File: src/sv/dmce_pkg.sv
// Shared types, codes and helper functions for the dual motor command encoder.
`default_nettype none

package dmce_pkg;

  // Request codes carried in the request type field.
  typedef enum logic [3:0] {
    REQ_FWD    = 4'd0,
    REQ_BACK   = 4'd1,
    REQ_LEFT   = 4'd2,
    REQ_RIGHT  = 4'd3,
    REQ_CW     = 4'd4,
    REQ_CCW    = 4'd5,
    REQ_STOP   = 4'd6,
    REQ_INDIV  = 4'd7,
    REQ_INIT   = 4'd8,
    REQ_WRDONE = 4'd9
  } req_e;

  // Result status codes.
  typedef enum logic [1:0] {
    ST_OK       = 2'd0,
    ST_NOT_INIT = 2'd1,
    ST_BUS_ERR  = 2'd2,
    ST_BUSY     = 2'd3
  } status_e;

  localparam int unsigned DutyW  = 12;
  localparam int unsigned LevelW = 13;
  localparam logic [15:0] RefreshReset = 16'd1000;

  // Six driver channel levels. A direction pin is either full on or off, so one bit holds it.
  typedef struct packed {
    logic              r_in1;
    logic              r_in2;
    logic [DutyW-1:0]  r_duty;
    logic              l_in1;
    logic              l_in2;
    logic [DutyW-1:0]  l_duty;
  } levels_t;

  // Wheel speed and direction state.
  typedef struct packed {
    logic       r_fwd;
    logic       l_fwd;
    logic [7:0] r_speed;
    logic [7:0] l_speed;
  } motion_t;

  // Duty for an 8-bit speed: s*16 + s/17. The division uses the reciprocal 241/4096,
  // which is exact for every 8-bit speed.
  function automatic logic [DutyW-1:0] duty_of(input logic [7:0] s);
    logic [15:0] prod;
    logic [3:0]  quot;
    prod = 16'(s) * 16'd241;
    quot = prod[15:12];
    return {s, 4'b0000} + 12'(quot);
  endfunction

  // Full-on pin level for a direction bit.
  function automatic logic [LevelW-1:0] pin_level(input logic on);
    return {on, 12'b0};
  endfunction

endpackage

`default_nettype wire

File: src/sv/dual_motor_command_encoder.sv
// Top level of the dual motor command encoder: command decode, write cache and result register.
`default_nettype none

// The block takes one command beat per cycle while the output side is not stalled and returns
// one result beat for each, held first in an input register and then in the result register.
// Once the result slot is free or being emptied, the decode, the cache compare and the refresh
// check run in one pass and the result, together with the updated cache, pending-write and
// wheel state, is loaded into the result register. Since the state is updated in the same cycle
// the result is formed, each command sees exactly what the one before it left. The output
// register lets a new command enter while a finished result still waits to be taken. The refresh
// interval register must only be written while no command is in flight.
module dual_motor_command_encoder import dmce_pkg::*; (
  input  wire logic               clk_i,
  input  wire logic               rst_ni,
  // Configuration
  input  wire logic               cfg_we_i,
  input  wire logic [15:0]        cfg_wdata_i,
  // Command channel
  input  wire logic               in_valid_i,
  output logic                    in_ready_o,
  input  wire logic [3:0]         req_type_i,
  input  wire logic [7:0]         speed_i,
  input  wire logic [7:0]         left_speed_in_i,
  input  wire logic [7:0]         right_speed_in_i,
  input  wire logic               left_forward_in_i,
  input  wire logic               right_forward_in_i,
  input  wire logic [31:0]        now_ms_i,
  input  wire logic               bus_ok_i,
  // Result channel
  output logic                    out_valid_o,
  input  wire logic               out_ready_i,
  output logic                    write_issued_o,
  output logic [LevelW-1:0]       right_in1_o,
  output logic [LevelW-1:0]       right_in2_o,
  output logic [DutyW-1:0]        right_duty_o,
  output logic [LevelW-1:0]       left_in1_o,
  output logic [LevelW-1:0]       left_in2_o,
  output logic [DutyW-1:0]        left_duty_o,
  output logic [1:0]              status_o,
  output logic [7:0]              left_speed_now_o,
  output logic [7:0]              right_speed_now_o,
  output logic                    left_forward_now_o,
  output logic                    right_forward_now_o
);

  // Configuration register.
  logic [15:0] refresh_q;

  // Input register.
  logic        s1_valid_q;
  logic [3:0]  req_q;
  logic [7:0]  speed_q;
  logic [7:0]  ls_in_q;
  logic [7:0]  rs_in_q;
  logic        lf_in_q;
  logic        rf_in_q;
  logic [31:0] now_q;
  logic        ok_q;

  // Persistent state.
  levels_t     cache_lv_q,  cache_lv_d;
  logic        cache_valid_q, cache_valid_d;
  logic [31:0] cache_time_q, cache_time_d;
  levels_t     pend_lv_q,   pend_lv_d;
  logic [31:0] pend_time_q, pend_time_d;
  motion_t     pend_mot_q,  pend_mot_d;
  logic        wr_pend_q,   wr_pend_d;
  logic        pend_init_q, pend_init_d;
  logic        ready_q,     ready_d;
  motion_t     commit_q,    commit_d;

  // Result register.
  logic        out_valid_q;
  logic        issued_q,    issued_d;
  levels_t     res_lv_q,    res_lv_d;
  status_e     status_q,    status_d;

  logic        advance;
  logic        in_accept;

  // A command moves into the result register when the result slot is free or being emptied.
  assign advance    = s1_valid_q && (!out_valid_q || out_ready_i);
  assign in_ready_o = !s1_valid_q || advance;
  assign in_accept  = in_valid_i && in_ready_o;

  // Refresh interval register.
  always_ff @(posedge clk_i or negedge rst_ni) begin
    if (!rst_ni) begin
      refresh_q <= RefreshReset;
    end else if (cfg_we_i) begin
      refresh_q <= cfg_wdata_i;
    end
  end

  // Input register valid flag.
  always_ff @(posedge clk_i or negedge rst_ni) begin
    if (!rst_ni) begin
      s1_valid_q <= 1'b0;
    end else if (in_accept) begin
      s1_valid_q <= 1'b1;
    end else if (advance) begin
      s1_valid_q <= 1'b0;
    end
  end

  // Input register payload.
  always_ff @(posedge clk_i) begin
    if (in_accept) begin
      req_q   <= req_type_i;
      speed_q <= speed_i;
      ls_in_q <= left_speed_in_i;
      rs_in_q <= right_speed_in_i;
      lf_in_q <= left_forward_in_i;
      rf_in_q <= right_forward_in_i;
      now_q   <= now_ms_i;
      ok_q    <= bus_ok_i;
    end
  end

  // Command decode, cache check and state update for the beat in the input register.
  always_comb begin
    req_e        req;
    logic        is_cmd;
    logic        is_init;
    logic        drive;
    logic        r_fwd;
    logic        l_fwd;
    logic [7:0]  r_spd;
    logic [7:0]  l_spd;
    logic [7:0]  half;
    levels_t     lv;
    motion_t     mot;
    logic [31:0] age;
    logic        hit;

    req     = req_e'(req_q);
    is_cmd  = (req_q <= REQ_INIT);
    is_init = (req == REQ_INIT);
    half    = speed_q >> 1;
    drive   = 1'b1;
    r_fwd   = 1'b1;
    l_fwd   = 1'b1;
    r_spd   = speed_q;
    l_spd   = speed_q;

    // Wheel targets per command.
    case (req)
      REQ_FWD: begin
      end
      REQ_BACK: begin
        r_fwd = 1'b0;
        l_fwd = 1'b0;
      end
      REQ_LEFT: begin
        l_spd = half;
      end
      REQ_RIGHT: begin
        r_spd = half;
      end
      REQ_CW: begin
        r_fwd = 1'b0;
      end
      REQ_CCW: begin
        l_fwd = 1'b0;
      end
      REQ_INDIV: begin
        r_fwd = rf_in_q;
        l_fwd = lf_in_q;
        r_spd = rs_in_q;
        l_spd = ls_in_q;
      end
      default: begin
        drive = 1'b0;
      end
    endcase

    // Channel levels and motion word; stop and init turn everything off.
    lv  = '0;
    mot = '0;
    if (drive) begin
      lv.r_in1   = r_fwd;
      lv.r_in2   = !r_fwd;
      lv.r_duty  = duty_of(r_spd);
      lv.l_in1   = l_fwd;
      lv.l_in2   = !l_fwd;
      lv.l_duty  = duty_of(l_spd);
      mot.r_fwd   = r_fwd;
      mot.l_fwd   = l_fwd;
      mot.r_speed = r_spd;
      mot.l_speed = l_spd;
    end

    // Same levels still held by the driver and not yet due for a refresh.
    age = now_q - cache_time_q;
    hit = cache_valid_q && (lv == cache_lv_q) && (age < {16'b0, refresh_q});

    cache_lv_d    = cache_lv_q;
    cache_valid_d = cache_valid_q;
    cache_time_d  = cache_time_q;
    pend_lv_d     = pend_lv_q;
    pend_time_d   = pend_time_q;
    pend_mot_d    = pend_mot_q;
    wr_pend_d     = wr_pend_q;
    pend_init_d   = pend_init_q;
    ready_d       = ready_q;
    commit_d      = commit_q;
    issued_d      = 1'b0;
    res_lv_d      = '0;
    status_d      = ST_OK;

    if (is_cmd) begin
      if (!ready_q && req != REQ_STOP && !is_init) begin
        status_d = ST_NOT_INIT;
      end else if (is_init && ready_q) begin
        status_d = ST_OK;
      end else if (wr_pend_q) begin
        status_d = ST_BUSY;
      end else begin
        res_lv_d = lv;
        if (hit) begin
          commit_d = mot;
          if (is_init) begin
            ready_d = 1'b1;
          end
        end else begin
          issued_d    = 1'b1;
          pend_lv_d   = lv;
          pend_time_d = now_q;
          pend_mot_d  = mot;
          wr_pend_d   = 1'b1;
          pend_init_d = is_init;
        end
      end
    end else if (req == REQ_WRDONE && wr_pend_q) begin
      // Completion of the outstanding driver write.
      res_lv_d  = pend_lv_q;
      wr_pend_d = 1'b0;
      if (ok_q) begin
        cache_lv_d    = pend_lv_q;
        cache_time_d  = pend_time_q;
        cache_valid_d = 1'b1;
        commit_d      = pend_mot_q;
      end else begin
        cache_valid_d = 1'b0;
        status_d      = ST_BUS_ERR;
      end
      if (pend_init_q) begin
        ready_d  = 1'b1;
        status_d = ST_OK;
      end
      pend_init_d = 1'b0;
    end
  end

  // Control state.
  always_ff @(posedge clk_i or negedge rst_ni) begin
    if (!rst_ni) begin
      cache_lv_q    <= '0;
      cache_valid_q <= 1'b0;
      cache_time_q  <= '0;
      wr_pend_q     <= 1'b0;
      pend_init_q   <= 1'b0;
      ready_q       <= 1'b0;
      commit_q      <= '0;
    end else if (advance) begin
      cache_lv_q    <= cache_lv_d;
      cache_valid_q <= cache_valid_d;
      cache_time_q  <= cache_time_d;
      wr_pend_q     <= wr_pend_d;
      pend_init_q   <= pend_init_d;
      ready_q       <= ready_d;
      commit_q      <= commit_d;
    end
  end

  // Pending write contents; only read while a write is pending.
  always_ff @(posedge clk_i) begin
    if (advance) begin
      pend_lv_q   <= pend_lv_d;
      pend_time_q <= pend_time_d;
      pend_mot_q  <= pend_mot_d;
    end
  end

  // Result register valid flag.
  always_ff @(posedge clk_i or negedge rst_ni) begin
    if (!rst_ni) begin
      out_valid_q <= 1'b0;
    end else if (advance) begin
      out_valid_q <= 1'b1;
    end else if (out_ready_i) begin
      out_valid_q <= 1'b0;
    end
  end

  // Result register payload.
  always_ff @(posedge clk_i) begin
    if (advance) begin
      issued_q <= issued_d;
      res_lv_q <= res_lv_d;
      status_q <= status_d;
    end
  end

  // Result beat fields; the wheel state shown is the committed state after the command.
  assign out_valid_o         = out_valid_q;
  assign write_issued_o      = issued_q;
  assign right_in1_o         = pin_level(res_lv_q.r_in1);
  assign right_in2_o         = pin_level(res_lv_q.r_in2);
  assign right_duty_o        = res_lv_q.r_duty;
  assign left_in1_o          = pin_level(res_lv_q.l_in1);
  assign left_in2_o          = pin_level(res_lv_q.l_in2);
  assign left_duty_o         = res_lv_q.l_duty;
  assign status_o            = status_q;
  assign left_speed_now_o    = commit_q.l_speed;
  assign right_speed_now_o   = commit_q.r_speed;
  assign left_forward_now_o  = commit_q.l_fwd;
  assign right_forward_now_o = commit_q.r_fwd;

endmodule

`default_nettype wire

File: config.mk
export PLATFORM = sky130hd
export DESIGN_NAME = dual_motor_command_encoder
export DESIGN_NICKNAME = d
export VERILOG_FILES = /design/src/sv/dmce_pkg.sv /design/src/sv/dual_motor_command_encoder.sv
export SDC_FILE = /design/constraint.sdc
export NUM_CORES = 1
export LEC_CHECK = 0
export BUFFER_PORTS_ARGS = -buffer_cell sky130_fd_sc_hd__buf_2
export CORE_MARGIN = 1
export CORE_UTILIZATION = 37
export CTS_CLUSTER_DIAMETER = 120
export DETAILED_ROUTE_END_ITERATION = 10
export GPL_TIMING_DRIVEN = 0
export PLACE_DENSITY = 0.58
export SETUP_SLACK_MARGIN = 0.05
export SYNTH_ARGS = -nofsm -noshare
export SYNTH_HDL_FRONTEND = slang
export SYNTH_SLANG_ARGS = --single-unit
File: constraint.sdc
create_clock -name clk_i -period 11.7 [get_ports clk_i]
set_input_delay 1.755 -clock clk_i [delete_from_list [all_inputs] [get_ports clk_i]]
set_output_delay 1.755 -clock clk_i [all_outputs]
set_load 0.1 [all_outputs]
[After elaboration in Yosys (flattened, before gate mapping)]
Index checks and enable logic that the tools add are counted.
Cells by class
  add/subtract/negate cells: 3
  multiply operators: 2
  order comparisons: 2
  eq/ne operators: 16
  mux-type cells: 50
  bitwise gates (word level): 5
  reduce and logical (&&, ||, !) cells: 33
Operators with widths (count)
  $mux W28: 6
  $mux W18: 8
  $lt A32 B16 Y1: 1
  $mul A8 B8 Y16 const B: 2
  $pmux W8 S2: 2
  $sub A32 B32 Y32: 1
  $eq A28 B28 Y1: 1
  $mux W1: 25
  $add A12 B4 Y12: 2
  $mux W2: 7
  $eq A4 B3 Y1 const B: 3
  $reduce_and A6 Y1: 2
  $reduce_bool A2 Y1: 5
  $eq A4 B2 Y1 const B: 2
  $eq A4 B4 Y1 const B: 2
  $logic_and A1 B1 Y1: 8
  $ne A2 B2 Y1 const B: 4
  $reduce_and A4 Y1: 2
  $reduce_and A8 Y1: 1
  $reduce_and A7 Y1: 1
  $reduce_or A7 Y1: 1
  $logic_not A1 Y1: 6
  $not A1 Y1: 5
  $eq A4 B1 Y1 const B: 1
  9 further kinds: 13
Storage, ports and cells
  register bits: 272
  bits of input ports: 84
  logic and storage cells: 156

[Logic depth before layout (Yosys ltp)]
Gate-level depths: netlist of run 1.
  depth after elaboration: 13
  gate-level depth with buffers: 28
  mapped depth without buffers: 23

[Worst setup path after synthesis of run 1]
OpenSTA, ideal clock, no wires.
  kind: register to register
  start: register req_q[0]
  end: register pend_lv_q[0] in the netlist's numbering, enable pin
  setup time: 0.552 ns
  arrival time: 9.443 ns
  required time: 11.148 ns
  path slack: 1.705 ns
  cell stages (with the launch flop): 26
  period minus slack after synthesis: 9.995 ns
  cell sequence: edfxtp_1 -> buf_6 -> buf_6 -> buf_2 -> buf_1 -> o31a_1 -> o22ai_1 -> a21oi_1 -> inv_1 -> fa_1 -> fa_1 -> inv_1 -> ha_1 -> ha_1 -> ha_1 -> buf_2 -> nand4_1 -> nor2_1 -> o21ai_0 -> and3_1 -> or4_1 -> a21oi_1 -> a2111oi_1 -> and4_4 -> and3_1 -> nor3_1
Between the ends
  word-level cells in the longest chain between the ends: 10
  elaborated cells between the ends (all ways): 36
RTL lines
  start, declared: RTL line dual_motor_command_encoder.sv:51  | logic [3:0] req_q;
  start signal, assigned: RTL line dual_motor_command_encoder.sv:109  | req_q <= req_type_i;
  $eq A4 B3 Y1, or another cell as far along: RTL line dual_motor_command_encoder.sv:147  | case (req)
  $pmux W8 S2 / $reduce_or A2 Y1 (equally long branches)
  $mul A8 B8 Y16 / $pmux W1 S2 (equally long branches): RTL line dmce_pkg.sv:55, dual_motor_command_encoder.sv:147
  $add A12 B4 Y12, or another cell as far along: RTL line dmce_pkg.sv:57  | return {s, 4'b0000} + 12'(quot);
  $mux W28: RTL line dual_motor_command_encoder.sv:180  | if (drive) begin
  $eq A28 B28 Y1: RTL line dual_motor_command_encoder.sv:195  | hit = cache_valid_q && (lv == cache_lv_q) && (age < {16'b0, refresh_q});
  $logic_and A1 B1 Y1 (2 in a row): RTL line dual_motor_command_encoder.sv:195
  $not A1 Y1 (no line)
  $reduce_and A6 Y1 (no line) *
  end signal, assigned: RTL line dual_motor_command_encoder.sv:279  | pend_lv_q <= pend_lv_d;
  end, declared: RTL line dual_motor_command_encoder.sv:64  | levels_t pend_lv_q, pend_lv_d;
Every way passes the cells marked *; elsewhere a longest branch is shown, timed or not.
A chain may end at the register's enable or synchronous reset.

[Worst setup path after layout of run 1]
  start: register req_q[1]
  end: register pend_time_q[9], enable pin
Between the ends
  word-level cells in the longest chain between the ends: 10
  elaborated cells between the ends (all ways): 36
RTL lines
  $eq A4 B3 Y1, or another cell as far along: RTL line dual_motor_command_encoder.sv:147
  $pmux W8 S2 / $reduce_or A2 Y1 (equally long branches)
  $mul A8 B8 Y16 / $pmux W1 S2 (equally long branches): RTL line dmce_pkg.sv:55, dual_motor_command_encoder.sv:147
  $add A12 B4 Y12, or another cell as far along: RTL line dmce_pkg.sv:57
  $mux W28: RTL line dual_motor_command_encoder.sv:180
  $eq A28 B28 Y1: RTL line dual_motor_command_encoder.sv:195
  $logic_and A1 B1 Y1 (2 in a row): RTL line dual_motor_command_encoder.sv:195
  $not A1 Y1 (no line)
  $reduce_and A6 Y1 (no line) *
  end signal, assigned: RTL line dual_motor_command_encoder.sv:280  | pend_time_q <= pend_time_d;
  end, declared: RTL line dual_motor_command_encoder.sv:65  | logic [31:0] pend_time_q, pend_time_d;
Marks and branches as above.

==> summary.txt, run 1 <==
CP required -> 12030 ps
Critical Path End Type -> flop
Final Cycle Share -> 69.07%
Final Critical Period -> 8081 ps
post-synthesis async set-or-reset flop share -> 39.37%
layout cells sized above 1 -> 19.55%
WL per Instance -> 19.14 µm
first-pass GRT wire length -> 68780 µm
crit path kind -> flop to flop
Final Hold Viols -> 0
Max-slew headroom -> 20.81%
DR vias -> 12.37k
die area -> 0.04358 mm²
count leader, synth -> edfxtp_1
max_cap viols -> 0
total number of yosys warnings -> 0
Via density -> 5.324
post-synth top area cell -> edfxtp_1
PD cells -> 249.7 mW/mm²
kind of start point of the critical path -> flop
VDD IR max -> 193.7 µV
crit-path max FO -> 13
final design utilization -> 44.34%
Final ANT Viol Nets -> 0
Main synth FF type -> edfxtp_1
GPL Wtd Cong -> 0.9055
Core Box Area -> 0.04204 mm²
Worst Skew -> 29.01 ps
critical-path cell list -> buf_2 -> buf_4 -> nor4bb_1 -> o21ai_0 -> o221ai_1 -> inv_1 -> fa_1 -> fa_1 -> fa_1 -> ha_1 -> ha_1 -> a21oi_1 -> nor2_1 -> o21ai_0 -> a31oi_1 -> nor3b_1 -> xor2_1 -> a2111oi_1 -> and4_4 -> and3_1 -> nor3_2 -> buf_6 -> buf_6 -> buf_6
Post-DP Area -> 0.01747 mm²
Yosys top cell area share -> 29.24%
Slew Limit Fails -> 0
dpl ws -> 3734 ps
Fillers -> 4039
Final WS setup -> 3619 ps
Setup TNS Final -> 0 ps
vias in the first global route -> 11.70k
CTS Sinks -> 254
Lkg Pwr -> 8.003 nW
Post-synth EDFFs -> 154
H-tree Lvls -> 1
number of core rows -> 75
mean area per synthesized cell -> 10.28 µm²
DRT Pass-1 Iters -> 5
slowest stage delay, CP -> 790 ps
setup bufs post-CTS -> 0
final antenna diode count -> 0
Yosys cell types -> 97
signal arrival time at the worst endpoint -> 8410 ps
RSZ-0062 raised after global routing -> false
grt total ovfl -> 0
register area share after synthesis -> 45.10%
Slowest cell on crit path -> a2111oi_1
# setup viols final -> 0
CTS max path bufs -> 3
CTS tree -> yes
post-synthesis register bit count -> 254
WHS -> 445.3 ps
CTS resizes -> 0
nets -> 1980
largest net degree at the start of global routing -> 65
status -> complete, no violations
Die X -> 208.8 µm
cells after synthesis -> 1539
post-route cell area -> 0.01864 mm²
fmax -> 0.1237 GHz
Initial Util -> 37.62%
Die Ht -> 208.8 µm
hold_buf cts -> 0
area grow syn2layout -> 17.84%
flop-to-flop setup slack -> 3620 ps
Global Route Usage Sum -> 20.19%
Synth Cell Area -> 0.01582 mm²
I/O Buffers -> 134
initial antenna violation count -> 0
final wirelength -> 44480 µm
Reg clk slew, reported paths -> 70 ps
Commonest cells post-synth -> 154 x edfxtp_1, 147 x nand2_1, 116 x inv_1
min-delay worst type -> flop to flop
number of remaining DRC errors -> 0
detailed placer's ending HPWL -> 34680 µm
TritonCTS buffer count -> 30
worst-margin pin slew -> 1184 ps
Synth area leaders -> edfxtp_1 29%, dfrtp_1 15%, ha_1 8.9%
Clock Latency Late Sink -> 600 ps
root buf cell -> clkbuf_16
# IOs -> 183
DRT iter0 DRCs -> 1141
==> state kept, by name, indices dropped and copies added, names as in the netlist, 8 cells and up <==
name               flops
left_speed_now_o       8
refresh_q             16
now_q                 32
rs_in_q                8
right_speed_now_o      8
pend_lv_q             28
cache_time_q          32
speed_q                8
ls_in_q                8
cache_lv_q            28
left_duty_o           12
pend_time_q           32
right_duty_o          12
==> worst max-delay path: cells and delay by family (launching register included) <==
| family | cells | cell delay, ps |
|---|---|---|
| adders and majority gates | 5 | 2100 |
| AOI/OAI and AO/OA | 6 | 2020 |
| and+or+nand+nor | 6 | 1680 |
| buffers and inverters | 6 | 1370 |
| DFF | 1 | 520 |
| xor gates and xnor gates | 1 | 130 |
==> layout by cell type, fill, tap and decap left out, types with 17 or more instances in the layout <==
| master | instances |
|---|---|
| a21o_1 | 17 |
| dfrtp_1 | 94 |
| mux2_2 | 32 |
| clkbuf_1 | 34 |
| nand2b_1 | 18 |
| nor2_1 | 95 |
| conb_1 | 48 |
| o21ai_0 | 113 |
| edfxtp_1 | 154 |
| buf_4 | 52 |
| nand4_1 | 42 |
| xnor2_1 | 31 |
| ha_1 | 112 |
| inv_1 | 115 |
| a22o_1 | 28 |
| a21oi_1 | 105 |
| nand3_1 | 18 |
| nand2_1 | 147 |
| fa_1 | 23 |
| xor2_1 | 17 |
| buf_2 | 156 |
| clkbuf_16 | 30 |
==> logic make-up after synthesis <==
| kind of cell | count (synthesis) | synth area share, % |
|---|---|---|
| XOR/XNOR | 48 | 2.658 |
| other | 1 | 0.02371 |
| AND/OR/NAND/NOR | 419 | 13.29 |
| AO/OA/AOI/OAI | 401 | 16.57 |
| buffers and inverters | 236 | 7.325 |
| flip-flops | 254 | 45.10 |
| multiplexers | 45 | 3.259 |
| adder cells (fa/ha/maj) | 135 | 11.77 |
==> final cells by class <==
class | instances | area [µm²] | share of cell area (%)
multi-input cells | 1096 | 7709 | 41.36
well taps | 539 | 674.4 | 3.618
repair buffers | 143 | 819.5 | 4.397
flip-flops and latches | 254 | 7134 | 38.28
inverters | 118 | 442.9 | 2.376
plain buffers | 118 | 715.7 | 3.840
clock inverters | 22 | 347.8 | 1.866
clock buffers | 34 | 795.8 | 4.269
==> worst paths after layout <==
path                                  end  cells after the start  startpoint
max                        pend_time_q[9]                     24    req_q[1]
min in group asynchronous  cache_lv_q[22]                      2      rst_ni
min                        pend_time_q[0]                      0    now_q[0]
min reg2reg                pend_time_q[0]                      0    now_q[0]
max reg2reg                pend_time_q[9]                     24    req_q[1]
max in group asynchronous    refresh_q[3]                      3      rst_ni
==> power by group <==
group          internal (mW)  switching [mW]  total [mW]
sequential              1.16           0.120        1.28
combinational          0.777            1.54        2.32
clock                  0.651           0.406        1.06
==> per-layer routing <==
metal,vias to the layer above,wire length (µm),global-route usage (%)
li1,5934,-,-
met1,5948,21540,30.25
met2,434,19330,30.34
met3,56,2629,2.961
met4,0,986,5.147
met5,-,0,0
==> per-stage QoR <==
stage,cells,power (mW)
6_report,2324,4.654
5_1_grt,2324,4.964
4_1_cts,2323,4.670
3_5_place_dp,2267,3.588
3_3_place_gp,2259,3.548
2_1_floorplan,1586,3.026
Note: power is estimated with default switching activity, not from simulation.
==> run 2: changes to the inputs <==
==> constraint.sdc (replaced) <==
create_clock -name clk_i -period 7.6 [get_ports clk_i]
set_input_delay 1.14 -clock clk_i [delete_from_list [all_inputs] [get_ports clk_i]]
set_output_delay 1.14 -clock clk_i [all_outputs]
set_load 0.1 [all_outputs]
==> summary.txt, run 2 (synthesized netlist as in run 1, its figures left out) <==
Max-slew headroom -> 13.96% (was 20.81%)
Global Route Usage Sum -> 20.03% (was 20.19%)
commonest cells after routing, fill and taps aside -> 155 x buf_2, 154 x edfxtp_1, 147 x nand2_1 (was 156 x buf_2, 154 x edfxtp_1, 147 x nand2_1)
initial antenna violation count -> 0 (unchanged)
Design Power -> 6.923 mW (was 4.654 mW)
number of remaining DRC errors -> 0 (unchanged)
TritonCTS buffer count -> 28 (was 30)
min-delay worst type -> flop to flop (unchanged)
first-pass GRT wire length -> 68020 µm (was 68780 µm)
Fillers -> 4065 (was 4039)
Internal -> 3.777 mW (was 2.588 mW)
vias in the first global route -> 11.54k (was 11.70k)
Clock Latency Late Sink -> 570 ps (was 600 ps)
Worst Skew -> 17.54 ps (was 29.01 ps)
Sw Share -> 45.44% (was 44.38%)
VDD IR max -> 252.9 µV (was 193.7 µV)
Final Cycle Share -> 94.43% (was 69.07%)
WL per Instance -> 19.16 µm (was 19.14 µm)
Post-DP Area -> 0.01746 mm² (was 0.01747 mm²)
placed insts -> 2264 (was 2267)
PD cells -> 374.6 mW/mm² (was 249.7 mW/mm²)
Final Hold Viols -> 0 (unchanged)
Die X -> 208.8 µm (unchanged)
worst-margin pin slew -> 1287 ps (was 1184 ps)
largest net degree at the start of global routing -> 64 (was 65)
CTS max path bufs -> 3 (unchanged)
GPL Wtd Cong -> 0.9173 (was 0.9055)
layout cells sized above 1 -> 19.60% (was 19.55%)
Critical Path End Type -> flop (unchanged)
slowest stage delay, CP -> 700 ps (was 790 ps)
# setup viols final -> 0 (unchanged)
DRT iter0 DRCs -> 1024 (was 1141)
wire length on met2 -> 19170 µm (was 19330 µm)
Slowest cell on crit path -> a2111oi_1 (unchanged)
crit-path max FO -> 19 (was 13)
die area -> 0.04358 mm² (unchanged)
# IOs -> 183 (unchanged)
Initial Util -> 37.62% (unchanged)
CP required -> 7910 ps (was 12030 ps)
max_cap viols -> 0 (unchanged)
nets -> 1978 (was 1980)
grt total ovfl -> 0 (unchanged)
I/O Buffers -> 134 (unchanged)
CTS Sinks -> 254 (unchanged)
Final Non-Filler Cells -> 2320 (was 2324)
post-route cell area -> 0.01848 mm² (was 0.01864 mm²)
Flop pwr share -> 28.5% (was 27.5%)
Top Layer Used -> met4 (unchanged)
Net Sw Power -> 3.146 mW (was 2.066 mW)
DRT Pass-1 Iters -> 6 (was 5)
H-tree Lvls -> 1 (unchanged)
status -> complete, no violations (unchanged)
fmax -> 0.1393 GHz (was 0.1237 GHz)
Slew Limit Fails -> 0 (unchanged)
CTS tree -> yes (unchanged)
final wirelength -> 44440 µm (was 44480 µm)
dpl ws -> -435.6 ps (was 3734 ps)
RSZ-0062 raised after global routing -> false (unchanged)
routed wl met3 -> 2990 µm (was 2629 µm)
root buf cell -> clkbuf_16 (unchanged)
commonest non-fill, non-tap cell in the layout -> buf_2 (unchanged)
Lkg Pwr -> 7.908 nW (was 8.003 nW)
number of core rows -> 75 (unchanged)
crit path kind -> flop to flop (unchanged)
Final Critical Period -> 7177 ps (was 8081 ps)
Critical path buffers and inverters -> 8 (was 6)
clock share of power -> 19.5% (was 22.7%)
Core Box Area -> 0.04204 mm² (unchanged)
Die Ht -> 208.8 µm (unchanged)
Reg clk slew, reported paths -> 60 ps (was 70 ps)
final antenna diode count -> 0 (unchanged)
Regs by FF count -> cache_time_q (32), now_q (32), pend_time_q (32) (unchanged)
Final WS setup -> 423.4 ps (was 3619 ps)
Final ANT Viol Nets -> 0 (unchanged)
signal arrival time at the worst endpoint -> 7490 ps (was 8410 ps)
kind of start point of the critical path -> flop (unchanged)
combinational share of power -> 52.0% (was 49.8%)
Via density -> 5.337 (was 5.324)
area grow syn2layout -> 16.84% (was 17.84%)
crit-path leading delay family -> adder cells (unchanged)
detailed placer's ending HPWL -> 34780 µm (was 34680 µm)
M1 wire length -> 21400 µm (was 21540 µm)
WHS -> 450.0 ps (was 445.3 ps)
DR vias -> 12.38k (was 12.37k)
## run 2: changes by cell type in the layout (fill, tap and decap cells not counted), moves of 3 or more
cell | previous run | this run
bufinv_16 | 7 | 3
buf_4 | 52 | 55
clkinv_1 | 3 | 6
buf_6 | 12 | 7
clkinv_2 | 4 | 7
clkbuf_8 | 3 | 0
## run 2: path summary, 6_finish.rpt
kind / startpoint / endpoint / slack, ps / depth (start not counted)
max in group asynchronous: rst_ni / refresh_q[3] / 6200 / 2
min in group asynchronous: rst_ni / cache_lv_q[23] / 590 / 1
worst max-delay path: req_q[2] / pend_time_q[7] / 420 / 26
worst min register to register: now_q[0] / pend_time_q[0] / 450 / 0
worst min-delay path: now_q[0] / pend_time_q[0] / 450 / 0
worst max register to register: req_q[2] / pend_time_q[7] / 420 / 26
## run 2: through the flow
stage	setup TNS [ps]	utilization (%)
2_1_floorplan	0	-
3_3_place_gp	-95860	41.27
3_5_place_dp	-18900	41.52
4_1_cts	0	43.81
5_1_grt	0	43.96
6_report	0	43.96
## run 2: area by class of cell
| cell class | count | area, µm² | share of cell area (%) |
|---|---|---|---|
| multi-input cells | 1096 | 7766 | 42.02 |
| flip-flops and latches | 254 | 7134 | 38.60 |
| repair buffers | 144 | 835.8 | 4.522 |
| clock buffers | 32 | 715.7 | 3.872 |
| plain buffers | 117 | 715.7 | 3.872 |
| well taps | 539 | 674.4 | 3.649 |
| inverters | 118 | 442.9 | 2.397 |
| clock inverters | 20 | 196.4 | 1.063 |
## run 2: per-layer routing
| metal | GRT usage (%) | up-vias |
|---|---|---|
| li1 | - | 5925 |
| met1 | 30.53 | 5947 |
| met2 | 29.79 | 463 |
| met3 | 3.006 | 46 |
| met4 | 4.310 | 0 |
| met5 | 0 | - |
## run 2: timing repair
action	CTS	global route
buffers inserted	2	2
hold endpoints to repair	0	0
pin swaps	1	0
hold buffers	0	0
endpoints found under the setup margin	66	78
resized for setup	5	8
## run 2: power groups by stage
stage                     clock network, mW  registers [mW]  logic (mW)
final                                  1.35            1.97        3.60
after global routing                   1.44            2.00        3.95
after CTS                              1.39            1.97        3.57
after detailed placement                  0            1.99        3.53
after global placement                    0            1.99        3.48
after floorplan                           0            2.43        2.22
==> run 3: changes to the inputs <==
--- a/config.mk
+++ b/config.mk
@@ -5,7 +5,7 @@
 export SDC_FILE = /design/constraint.sdc
 export NUM_CORES = 1
 export LEC_CHECK = 0
-export BUFFER_PORTS_ARGS = -buffer_cell sky130_fd_sc_hd__buf_2
+export BUFFER_PORTS_ARGS = -buffer_cell sky130_fd_sc_hd__buf_4
 export CORE_MARGIN = 1
 export CORE_UTILIZATION = 37
 export CTS_CLUSTER_DIAMETER = 120
==> summary.txt, run 3 (synthesized netlist as in run 1, its figures left out) <==
status -> complete, no violations (unchanged)
die area -> 0.04358 mm² (unchanged)
Multi-input gate area -> 0.007772 mm² (was 0.007766 mm²)
Final Critical Period -> 7247 ps (was 7177 ps)
post-route cell area -> 0.01878 mm² (was 0.01848 mm²)
VDD IR max -> 286.4 µV (was 252.9 µV)
R2R depth -> 23 (was 26)
final antenna diode count -> 0 (unchanged)
detailed placer's ending HPWL -> 34580 µm (was 34780 µm)
Hold Path Depth -> 2 (was 0)
CTS Sinks -> 254 (unchanged)
Global Route Usage Sum -> 20.11% (was 20.03%)
Regs by FF count -> cache_time_q (32), now_q (32), pend_time_q (32) (unchanged)
initial antenna violation count -> 0 (unchanged)
Final Hold Viols -> 0 (unchanged)
Max-slew headroom -> 12.89% (was 13.96%)
CP required -> 7910 ps (about the same)
number of remaining DRC errors -> 0 (unchanged)
Die Ht -> 208.8 µm (unchanged)
CTS tree -> yes (unchanged)
vias in the first global route -> 11.81k (was 11.54k)
kind of start point of the critical path -> flop (unchanged)
CTS max path bufs -> 3 (unchanged)
DRT iter0 DRCs -> 818 (was 1024)
crit-path max FO -> 18 (was 19)
nets -> 1976 (was 1978)
GPL Wtd Cong -> 0.8849 (was 0.9173)
Final ANT Viol Nets -> 0 (unchanged)
Core Box Area -> 0.04204 mm² (unchanged)
# setup viols final -> 0 (unchanged)
Critical Path End Type -> flop (unchanged)
# IOs -> 183 (unchanged)
Hold Path Sink -> cache_time_q[26] (was pend_time_q[0])
area grow syn2layout -> 18.75% (was 16.84%)
Via density -> 5.336 (was 5.337)
number of core rows -> 75 (unchanged)
Die X -> 208.8 µm (unchanged)
max_cap viols -> 0 (unchanged)
largest net degree at the start of global routing -> 101 (was 64)
PD cells -> 372.0 mW/mm² (was 374.6 mW/mm²)
crit path kind -> flop to flop (unchanged)
flop-to-flop setup slack -> 350 ps (was 420 ps)
first-pass GRT wire length -> 68340 µm (was 68020 µm)
reg2reg end -> pend_time_q[12] (was pend_time_q[7])
Clock Latency Late Sink -> 570 ps (about the same)
Lkg Pwr -> 8.005 nW (was 7.908 nW)
Worst Skew -> 20.11 ps (was 17.54 ps)
min-delay src -> pend_time_q[26] (was now_q[0])
Initial Util -> 37.62% (unchanged)
root buf cell -> clkbuf_16 (unchanged)
Fillers -> 4011 (was 4065)
layout cells sized above 1 -> 19.22% (was 19.60%)
I/O Buffers -> 134 (unchanged)
final wirelength -> 44590 µm (was 44440 µm)
Reg area -> 0.007134 mm² (unchanged)
hold_buf cts -> 0 (unchanged)
Reg clk slew, reported paths -> 60 ps (about the same)
min-delay worst type -> flop to flop (unchanged)
Final WS setup -> 352.8 ps (was 423.4 ps)
TritonCTS buffer count -> 28 (unchanged)
WL per Instance -> 19.24 µm (was 19.16 µm)
commonest non-fill, non-tap cell in the layout -> buf_4 (was buf_2)
DR vias -> 12.37k (was 12.38k)
fmax -> 0.1380 GHz (was 0.1393 GHz)
RSZ-0062 raised after global routing -> false (unchanged)
commonest cells after routing, fill and taps aside -> 186 x buf_4, 154 x edfxtp_1, 147 x nand2_1 (was 155 x buf_2, 154 x edfxtp_1, 147 x nand2_1)
Final Cycle Share -> 95.36% (was 94.43%)
Slew Limit Fails -> 0 (unchanged)
worst-margin pin slew -> 1305 ps (was 1287 ps)
DRT Pass-1 Iters -> 6 (unchanged)
Worst R2R Start -> req_q[1] (was req_q[2])
H-tree Lvls -> 1 (unchanged)
Post-DP Area -> 0.01775 mm² (was 0.01746 mm²)
signal arrival time at the worst endpoint -> 7550 ps (was 7490 ps)
dpl ws -> -331.4 ps (was -435.6 ps)
grt total ovfl -> 0 (unchanged)
[run 3: report_power, final]
group | internal, mW | switching (mW) | leakage (nW)
logic | 1.26 | 2.40 | 4.91
registers | 1.79 | 0.188 | 2.65
clock network | 0.801 | 0.558 | 0.445
total | 3.84 | 3.14 | 8.00
[run 3: area by class of cell]
| type | count | share of cell area (%) |
|---|---|---|
| repair buffers | 141 | 5.922 |
| clock inverters | 6 | 0.1732 |
| well taps | 539 | 3.590 |
| clock buffers | 46 | 4.763 |
| multi-input cells | 1096 | 41.38 |
| plain buffers | 118 | 3.830 |
| flip-flops and latches | 254 | 37.98 |
| inverters | 118 | 2.358 |
[run 3: what timing repair did]
action                     in CTS  in global routing
buffers inserted                2                  0
pin swaps                       1                  0
hold endpoints to repair        0                  0
cloned                          0                  0
gates resized for setup         3                 11
setup endpoints to repair      61                 81
[run 3: worst max-delay path by stage]
stage	startpoint	end	slack, ps	cells after the start
floorplan	req_q[0]	pend_lv_q[0]	360	25
CTS	req_q[2]	pend_time_q[12]	60	26
finish	req_q[1]	pend_time_q[12]	350	23
global placement	req_q[0]	pend_time_q[7]	-1610	25
detailed placement	req_q[0]	pend_time_q[7]	-330	23
global route	req_q[2]	pend_time_q[14]	60	27
[run 3: routing by layer]
| layer | vias to the layer above | global-route usage, % | part of all wire [%] |
|---|---|---|---|
| li1 | 5921 | - | - |
| met5 | - | 0 | 0 |
| met1 | 5995 | 30.01 | 49 |
| met2 | 383 | 30.18 | 43 |
| met3 | 70 | 2.570 | 5.3 |
| met4 | 0 | 6.212 | 2.9 |
[run 3: through the flow]
| stage | hold WS (ps) | setup TNS (ps) | utilization (%) | instances | power (mW) |
|---|---|---|---|---|---|
| finish | 440.7 | 0 | 44.68 | 2318 | 6.987 |
| global route | 469.8 | 0 | 44.68 | 2318 | 7.438 |
| CTS | 440.3 | 0 | 44.49 | 2317 | 6.978 |
| detailed placement | 440.9 | -12530 | 42.22 | 2263 | 5.570 |
| global placement | 431.5 | -96100 | 42.07 | 2259 | 5.518 |
| floorplan | 426.0 | 0 | - | 1586 | 4.656 |
[run 3: critical path: stages, from the launching register on]
cell	delay (ps)
edfxtp_1	530
buf_2	270
buf_4	220
nor4bb_1	280
o21ai_0	160
o221ai_2	180
inv_1	230
fa_1	640
fa_1	440
fa_1	380
ha_1	290
ha_1	320
a21oi_1	320
nor2_1	160
nor2_1	230
o211ai_1	130
or4b_1	590
nor4_2	310
and4b_1	310
and4_4	280
and3_1	250
nor3_4	70
buf_8	210
buf_8	160
